--- config.mk ---
export PLATFORM = sky130hd
export DESIGN_NAME = single_to_custom_float
export DESIGN_NICKNAME = d
export VERILOG_FILES = /design/src/hw/rtl/s2cf_pkg.sv /design/src/hw/rtl/s2cf_convert.sv /design/src/hw/rtl/single_to_custom_float.sv
export SDC_FILE = /design/constraint.sdc
export NUM_CORES = 1
export LEC_CHECK = 0
export ABC_AREA = 0
export BUFFER_PORTS_ARGS = -buffer_cell sky130_fd_sc_hd__buf_2
export CAP_MARGIN = 40
export CELL_PAD_IN_SITES_DETAIL_PLACEMENT = 1
export CELL_PAD_IN_SITES_GLOBAL_PLACEMENT = 1
export CORE_MARGIN = 1
export CORE_UTILIZATION = 46
export DETAILED_ROUTE_END_ITERATION = 10
export HOLD_SLACK_MARGIN = 0.02
export PLACE_DENSITY_LB_ADDON = 0.3
export SYNTH_ARGS = -nofsm -noshare
export SYNTH_HDL_FRONTEND = slang
export SYNTH_HIERARCHICAL = 1
export SYNTH_SLANG_ARGS = --single-unit
--- constraint.sdc ---
create_clock -name clock -period 6.15 [get_ports clock]
set_input_delay 1.23 -clock clock [delete_from_list [all_inputs] [get_ports clock]]
set_output_delay 1.23 -clock clock [all_outputs]
set_load 0.005 [all_outputs]
--- src/hw/rtl/s2cf_pkg.sv ---
// ----------------------------------------------------------------------------
// s2cf_pkg
// shared widths and constants for the single to custom float converter
// ----------------------------------------------------------------------------
package s2cf_pkg;

   localparam int IEEE_W       = 32;
   localparam int IEEE_EXP_W   = 8;
   localparam int IEEE_FRAC_W  = 23;
   localparam int SIG_W        = IEEE_FRAC_W + 1;
   localparam int PACKED_W     = 32;

   // biased exponent minus this gives the exponent at the leading one
   localparam int IEEE_BIAS_M1 = 126;

   // signed working width for the exponent, unsigned width for the shift
   localparam int EXPC_W       = 10;
   localparam int SHIFT_W      = 9;
   localparam int SHIFT_SEL_W  = 5;

   // shifts of this size or more clear the mantissa
   localparam int SHIFT_LIMIT  = 25;

   localparam int MANT_BITS_DEF = 23;
   localparam int EXP_BITS_DEF  = 8;

endpackage

--- src/hw/rtl/s2cf_convert.sv ---
// ----------------------------------------------------------------------------
// s2cf_convert
// combinational conversion of one ieee single word to the packed custom float
// ----------------------------------------------------------------------------
module s2cf_convert import s2cf_pkg::*; #(
   parameter int MANT_BITS = MANT_BITS_DEF,
   parameter int EXP_BITS  = EXP_BITS_DEF
) (
   input  logic [IEEE_W-1:0]   ieee_bits,
   output logic [PACKED_W-1:0] packed_float,
   output logic                exponent_overflow
);

   localparam logic signed [EXPC_W-1:0] EMIN     = EXPC_W'(-(2 ** (EXP_BITS - 1)));
   localparam logic signed [EXPC_W-1:0] EMAX     = EXPC_W'((2 ** (EXP_BITS - 1)) - 1);
   localparam logic signed [EXPC_W-1:0] E_OFFSET = EXPC_W'(IEEE_BIAS_M1 + MANT_BITS);
   localparam logic [SHIFT_W-1:0]       SH_BASE  = SHIFT_W'(SIG_W - MANT_BITS);

   logic                          sign;
   logic [IEEE_EXP_W-1:0]         bexp;
   logic [IEEE_FRAC_W-1:0]        frac;
   logic                          is_zero;
   logic                          is_sub;
   logic [IEEE_EXP_W-1:0]         bexp_eff;
   logic [SIG_W-1:0]              sig;
   logic signed [EXPC_W-1:0]      e_raw;
   logic                          under;
   logic signed [EXPC_W-1:0]      e_clamp;
   logic signed [EXPC_W-1:0]      deficit;
   logic [SHIFT_W-1:0]            shift;
   logic                          wipe;
   logic [SHIFT_SEL_W-1:0]        sh;
   logic [SIG_W-1:0]              sig_sh;
   logic [SIG_W-1:0]              sig_rb;
   logic [SIG_W:0]                mant_rnd;
   logic                          carry;
   logic [SIG_W:0]                mant_fin;
   logic signed [EXPC_W-1:0]      e_fin;
   logic [PACKED_W-1:0]           word;

   assign sign     = ieee_bits[IEEE_W-1];
   assign bexp     = ieee_bits[IEEE_W-2 -: IEEE_EXP_W];
   assign frac     = ieee_bits[IEEE_FRAC_W-1:0];
   assign is_zero  = (bexp == '0) && (frac == '0);
   assign is_sub   = (bexp == '0);
   assign bexp_eff = is_sub ? IEEE_EXP_W'(1) : bexp;
   assign sig      = {!is_sub, frac};

   assign e_raw    = $signed({{(EXPC_W-IEEE_EXP_W){1'b0}}, bexp_eff}) - E_OFFSET;
   assign under    = e_raw < EMIN;
   assign deficit  = EMIN - e_raw;
   assign e_clamp  = under ? EMIN : e_raw;
   assign shift    = under ? (SH_BASE + deficit[SHIFT_W-1:0]) : SH_BASE;
   assign wipe     = shift >= SHIFT_W'(SHIFT_LIMIT);
   assign sh       = shift[SHIFT_SEL_W-1:0];

   // truncate, then add the last bit shifted out
   assign sig_sh   = sig >> sh;
   assign sig_rb   = sig >> (sh - SHIFT_SEL_W'(1));
   assign mant_rnd = wipe ? '0 : ({1'b0, sig_sh} + {{SIG_W{1'b0}}, sig_rb[0]});

   // rounding carry into bit MANT_BITS renormalizes
   assign carry    = mant_rnd[MANT_BITS];
   assign mant_fin = carry ? (mant_rnd >> 1) : mant_rnd;
   assign e_fin    = carry ? (e_clamp + EXPC_W'(1)) : e_clamp;

   assign word = ({{(PACKED_W-1){1'b0}}, sign} << (MANT_BITS + EXP_BITS))
               | ({{(PACKED_W-EXP_BITS){1'b0}}, e_fin[EXP_BITS-1:0]} << MANT_BITS)
               | {{(PACKED_W-MANT_BITS){1'b0}}, mant_fin[MANT_BITS-1:0]};

   assign packed_float      = is_zero ? (PACKED_W'(1) << (MANT_BITS + EXP_BITS - 1)) : word;
   assign exponent_overflow = !is_zero && (e_fin > EMAX);

endmodule

--- src/hw/rtl/single_to_custom_float.sv ---
// ----------------------------------------------------------------------------
// single_to_custom_float
// ieee single to packed custom float converter with valid/ready channels
// ----------------------------------------------------------------------------
// One beat in, one beat out. The word is captured in an input register, the
// conversion runs as one combinational pass, and the result lands in an output
// register that drives rsp_valid, and a new beat is taken every cycle while
// the response side keeps up. The two registers form a two-entry pipeline, so
// one finished result can wait on rsp_ready while the next word is already held.
// ----------------------------------------------------------------------------
module single_to_custom_float import s2cf_pkg::*; #(
   parameter int MANT_BITS = MANT_BITS_DEF,
   parameter int EXP_BITS  = EXP_BITS_DEF
) (
   input  logic                clock,
   input  logic                reset,
   input  logic                req_valid,
   output logic                req_ready,
   input  logic [IEEE_W-1:0]   req_ieee_bits,
   output logic                rsp_valid,
   input  logic                rsp_ready,
   output logic [PACKED_W-1:0] rsp_packed_float,
   output logic                rsp_exponent_overflow
);

   logic                in_valid_ff;
   logic                in_valid_in;
   logic [IEEE_W-1:0]   in_bits_ff;
   logic                out_valid_ff;
   logic                out_valid_in;
   logic [PACKED_W-1:0] out_packed_ff;
   logic                out_ovf_ff;
   logic [PACKED_W-1:0] conv_packed;
   logic                conv_ovf;
   logic                out_load;
   logic                in_load;

   s2cf_convert #(
      .MANT_BITS (MANT_BITS),
      .EXP_BITS  (EXP_BITS)
   ) u_convert (
      .ieee_bits         (in_bits_ff),
      .packed_float      (conv_packed),
      .exponent_overflow (conv_ovf)
   );

   assign out_load  = !out_valid_ff || rsp_ready;
   assign in_load   = !in_valid_ff || out_load;
   assign req_ready = in_load;

   assign in_valid_in  = in_load ? req_valid : in_valid_ff;
   assign out_valid_in = out_load ? in_valid_ff : out_valid_ff;

   always_ff @(posedge clock) begin
      if (reset) begin
         in_valid_ff  <= 1'b0;
         out_valid_ff <= 1'b0;
      end else begin
         in_valid_ff  <= in_valid_in;
         out_valid_ff <= out_valid_in;
      end
   end

   always_ff @(posedge clock) begin
      if (in_load && req_valid) begin
         in_bits_ff <= req_ieee_bits;
      end
      if (out_load && in_valid_ff) begin
         out_packed_ff <= conv_packed;
         out_ovf_ff    <= conv_ovf;
      end
   end

   assign rsp_valid             = out_valid_ff;
   assign rsp_packed_float      = out_packed_ff;
   assign rsp_exponent_overflow = out_ovf_ff;

endmodule

# Word-level counts from Yosys, hierarchy flattened

Index checks and enable logic that the tools add are counted.

Logic and storage cells: 36
Input bits: 36
Output and inout port bits: 35
Register bits: 67

Add/subtract/negate cells: 6
Bitwise gates (word level): 2
Shift-type cells: 2
Muxes and demuxes: 6
Reduce and logical (&&, ||, !) cells: 12
Order comparisons: 3

Operator list:

| operator              | count |
|---|---|
| $or 32x23->32         | 1 |
| $or 32x31->32         | 1 |
| $add 24x1->24         | 1 |
| $mux 24               | 1 |
| $shr 24x5->1          | 1 |
| $shr 24x5->24         | 1 |
| $logic_not 23->1      | 1 |
| $mux 23               | 1 |
| $mux 10               | 2 |
| $add 10x2->10 const B | 1 |
| $gt 10x8->1 const B   | 1 |
| $add 1x9->9 const A   | 1 |
| $ge 9x5->1 const B    | 1 |
| $lt 9x8->1 const B    | 1 |
| $mux 9                | 1 |
| $sub 8x8->9 const B   | 1 |
| $sub 8x9->9 const A   | 1 |
| $logic_not 8->1       | 1 |
| $mux 8                | 1 |
| $sub 5x1->5 const B   | 1 |
| $logic_and 1x1->1     | 4 |
| $logic_not 1->1       | 4 |
| $logic_or 1x1->1      | 2 |

# Logic depth before layout (Yosys ltp)

Word-level depth: 13
Gate-level depth with buffers: 28
Gate-level depth less buffers: 20

# By module

The synthesis kept the hierarchy.

Modules (own cells, without submodules):

| module                 | instances | area each (um^2) | cells an instance | sequential area each (um^2) |
|---|---|---|---|---|
| s2cf_convert           | 1         | 3613.5           | 512               | 0.0 |
| single_to_custom_float | 1         | 2055.7           | 75                | 1991.9 |

# Worst setup path after synthesis

No wires, ideal clock.

Kind: reg-to-reg
From: reg in_bits_ff[28]
To: reg out_packed_ff[20], in the netlist rsp_packed_float[20], data pin
Data arrival time: 4930 ps
Stages on the path, launching flop included: 22
Setup slack: 960 ps
Library setup time: 260 ps
Period minus slack after synthesis: 5190 ps
Data required time: 5890 ps
Path through: edfxtp_1 > clkbuf_1 > or3_1 > clkbuf_1 > o21ai_0 > nand2_1 > ha_1 > clkbuf_1 > nand3_1 > buf_2 > xnor2_1 > mux2i_1 > mux4_2 > o31ai_1 > ha_1 > o21ai_1 > and3b_1 > buf_4 > nand4_4 > mux2i_4 > buf_6 > mux2_2

Word-level cells in the longest chain between the ends: 12

RTL lines:

| item                     | line                                   | text |
|---|---|---|
| start: declaration       | single_to_custom_float.sv:28           | `logic [IEEE_W-1:0] in_bits_ff;` |
| start signal: assignment | single_to_custom_float.sv:66           | `in_bits_ff <= req_ieee_bits;` |
| $logic_not 8->1          | s2cf_convert.sv:44, s2cf_convert.sv:45 |  |
| $mux 8                   | s2cf_convert.sv:46                     | `assign bexp_eff = is_sub ? IEEE_EXP_W'(1) : bexp;` |
| $sub 8x8->9              | s2cf_convert.sv:49                     | `assign e_raw = $signed({{(EXPC_W-IEEE_EXP_W){1'b0}}, bexp_eff}) - E_OFFSET;` |
| $sub 8x9->9              | s2cf_convert.sv:51                     | `assign deficit = EMIN - e_raw;` |
| $add 1x9->9              | s2cf_convert.sv:53                     | `assign shift = under ? (SH_BASE + deficit[SHIFT_W-1:0]) : SH_BASE;` |
| $mux 9                   | s2cf_convert.sv:53                     |  |
| $sub 5x1->5              | s2cf_convert.sv:59                     | `assign sig_rb = sig >> (sh - SHIFT_SEL_W'(1));` |
| $shr 24x5->1             | s2cf_convert.sv:59                     |  |
| $add 24x1->24            | s2cf_convert.sv:60                     | `assign mant_rnd = wipe ? '0 : ({1'b0, sig_sh} + {{SIG_W{1'b0}}, sig_rb[0]});` |
| $mux 24                  | s2cf_convert.sv:60                     |  |
| $mux 23                  | s2cf_convert.sv:64                     | `assign mant_fin = carry ? (mant_rnd >> 1) : mant_rnd;` |
| $or 32x23->32            | s2cf_convert.sv:69                     | `\| {{(PACKED_W-MANT_BITS){1'b0}}, mant_fin[MANT_BITS-1:0]};` |
| end signal: assignment   | single_to_custom_float.sv:69           | `out_packed_ff <= conv_packed;` |
| end: declaration         | single_to_custom_float.sv:31           | `logic [PACKED_W-1:0] out_packed_ff;` |

Parallel ways exist; a longest one is shown, timed or not.
A chain may end at the register's enable or synchronous reset.

# Worst setup path after layout

From: reg in_bits_ff[27]
To: reg out_packed_ff[20], in the netlist rsp_packed_float[20], data pin

The elaborated chain is that of the path after synthesis.

==> flow_summary.json <==
{
  "status": "complete, no violations",
  "fin_ws_ns": 0.535,
  "dr.pass1.iters": 4,
  "area_delta_synth_final_pct": 12.4,
  "cts-root-buf": "clkbuf_16",
  "cp.buffers_inverters": 1,
  "worstMarginPinSlew_ns": 0.851,
  "final_util_pct": 53.1,
  "maxSlewViolCount": 0,
  "ys_seq_area_share_pct": 35.1,
  "drt-initial-drc-count": 326,
  "h-tree-depth": 3,
  "endpoint_kind": "flip-flop",
  "ys_ff_latch": 67,
  "ys.warnings.count": 6,
  "final_cell_mix": "buf_2 (70), edfxtp_1 (65), nand2_1 (49), nor2_1 (42), nand3_1 (30)",
  "place_area_um2": 6100,
  "portBuffers": 70,
  "hold_viol": 0,
  "final_common_cell": "buf_2",
  "cap_violations": 0,
  "place_congestion": 0.908,
  "cp_top_family": "simple AND/OR/NAND/NOR gates",
  "p_seq_share_pct": 41.7,
  "cts.clk_slew.worst_paths_ns": 0.06,
  "placed_cells": 784,
  "whs_ns": 0.502,
  "fmax_mhz": 178,
  "internal-power_uw": 950,
  "leakage_nw": 2.43,
  "vias": 5315,
  "async_flop_share_pct": 0,
  "die_w_um": 113,
  "comb_power_share_pct": 24.1,
  "clock_latency_ns": 0.35,
  "core_area_um2": 12000,
  "layout-drive-gt1-share_pct": 23.5,
  "die_h_um": 113,
  "slowest_delay_ns": 0.63,
  "synthesis.area_um2": 5670,
  "clkPwrFrac_pct": 34.2,
  "synth_cells": 587,
  "peakVddDrop_v": 0.000169,
  "period_needed_ns": 5.61,
  "nets": 691,
  "dp_slack_ns": 0.580,
  "relSlewSlack_pct": 43.0,
  "numCtsBuffers": 9,
  "grt_max_degree": 34,
  "arrival_ns": 5.71,
  "grt_first_pass_wirelength_um": 29600,
  "ys_types": 101,
  "clock_sinks": 67,
  "p_switching_uw": 427,
  "cpMostUsedCell": "o21ai_1",
  "ys.flop_type": "edfxtp_1",
  "worst-setup-path-type": "flip-flop to flip-flop",
  "drc": 0,
  "wl_um": 18900,
  "fin_area_um2": 6370,
  "period_share_pct": 91.3,
  "start_util_pct": 47.2,
  "start_kind": "flip-flop",
  "finClkSkew_ns": 0.0108,
  "cts_tree": "done",
  "globalRouteTotalUtil_pct": 30.7,
  "die_area_um2": 12800,
  "syn_nets": 629,
  "power_switching_share_pct": 31.0,
  "crit_fanout": 14,
  "rows": 40,
  "crit_chain": "or3_4, o21ai_0, nand2_1, ha_1, inv_1, o21ai_1, and4b_1, or4_1, o22ai_1, o21ai_1, nor4_1, nand4_1, xnor2_1, and2_1, mux2_2",
  "ctsResizeCount": 0,
  "antenna_found_initial": 0,
  "power_density_nw_per_um2": 216,
  "final_antenna_net_count": 0,
  "syn_avg_cell_area_um2": 9.66,
  "critPathSlowestCell": "edfxtp_1",
  "diodes": 0,
  "vias_per_cell": 6.64,
  "rsz0062_at_grt": "no",
  "grt_pass1_vias": 5377,
  "critical_path_required_ns": 6.24,
  "post_cts_buffers": 0,
  "overflow": 0,
  "holdBufCountCts": 0,
  "place_hpwl_um": 14100,
  "synth_edf_count": 65,
  "pin_count": 71,
  "clk_path_buf_depth": 2,
  "hp-class": "flip-flop to flip-flop",
  "final_cells": 801,
  "setup_tns_ns": 0,
  "setup_viol": 0,
  "wl_per_cell_um": 23.6,
  "fillers": 1383,
  "power_mw": 1.38
}
[routing by layer]
layer,up-vias,global-route usage [%],share of wire (%)
met5,-,0,0
met2,224,49.7,47
met1,2616,39.6,44
li1,2418,-,-
met4,0,14.0,3.5
met3,57,6.05,6.0
[worst min-delay path, cell delays in order (launching register included)]
cell     delay [ns]
dfxtp_1        0.34
inv_1          0.06
a21oi_1        0.05
[worst paths after layout]
check / startpoint / to / cells after the start / slack, ns
worst max-delay path: in_bits_ff[27] / rsp_packed_float[20] / 15 / 0.54
worst min register to register: in_valid_ff / rsp_valid / 2 / 0.50
worst min-delay path: in_valid_ff / rsp_valid / 2 / 0.50
worst max register to register: in_bits_ff[27] / rsp_packed_float[20] / 15 / 0.54
[synthesized netlist by cell type, types with 4 or more instances]
| master | n | area [µm²] |
|---|---|---|
| buf_2 | 16 | 80.1 |
| edfxtp_1 | 65 | 1950 |
| o21ai_0 | 28 | 140 |
| or3_1 | 7 | 43.8 |
| nor4_1 | 8 | 50.1 |
| nand2_1 | 49 | 184 |
| and2_1 | 8 | 50.1 |
| or4_1 | 4 | 30.0 |
| xnor2_1 | 18 | 158 |
| buf_6 | 7 | 78.8 |
| a21o_1 | 6 | 45.0 |
| clkbuf_1 | 10 | 37.5 |
| ha_1 | 6 | 75.1 |
| mux4_2 | 6 | 135 |
| nand3_1 | 30 | 150 |
| inv_1 | 8 | 30.0 |
| nor3_1 | 16 | 80.1 |
| nand4_1 | 16 | 100 |
| o211ai_1 | 5 | 37.5 |
| nor3_2 | 4 | 40.0 |
| o32ai_1 | 4 | 35.0 |
| nand2b_1 | 10 | 62.6 |
| a221oi_1 | 4 | 35.0 |
| nor2_1 | 42 | 158 |
| o21a_1 | 4 | 30.0 |
| o21ai_1 | 7 | 35.0 |
| xor2_1 | 10 | 87.6 |
| a221o_1 | 4 | 40.0 |
| a21oi_1 | 23 | 115 |
| a31oi_1 | 4 | 25.0 |
| and3_1 | 9 | 56.3 |
| o22ai_1 | 4 | 25.0 |
| o31ai_1 | 6 | 45.0 |
| buf_4 | 4 | 30.0 |
| a211oi_1 | 9 | 67.6 |
| mux2i_1 | 25 | 250 |
[sequential cells by signal, summed over array words and instances (netlist names)]
signal	flops
in_bits_ff	32
rsp_packed_float	32
in_valid_ff	1
rsp_exponent_overflow	1
rsp_valid	1
[layout make-up]
class,count,area [µm²],area share [%]
inverters,10,37.5,0.589
well taps,147,184,2.89
repair buffers,89,497,7.79
clock inverters,3,15.0,0.236
clock buffers,13,250,3.93
multi-input cells,472,3400,53.3
flip-flops and latches,67,1990,31.3
[cells by family (layout without fill, tap and decap cells)]
logic type                 after synthesis  after routing  synth area share (%)
and+or+nand+nor                        239            239                  23.9
AOI/OAI and AO/OA                      163            163                  22.4
DFF                                     67             67                  35.1
buffers and inverters                   48            115                  4.92
muxes                                   36             36                  7.99
xor gates and xnor gates                28             28                  4.33
adders and majority gates                6              6                  1.32
[power by group through the flow]
| stage | Combinational, mW | Sequential [mW] | Clock (mW) |
|---|---|---|---|
| floorplan | 0.233 | 0.566 | 0 |
| global placement | 0.315 | 0.581 | 0 |
| detailed placement | 0.324 | 0.582 | 0 |
| CTS | 0.326 | 0.573 | 0.479 |
| global route | 0.356 | 0.577 | 0.493 |
| finish | 0.332 | 0.574 | 0.471 |
Note: power is estimated with default switching activity, not from simulation.
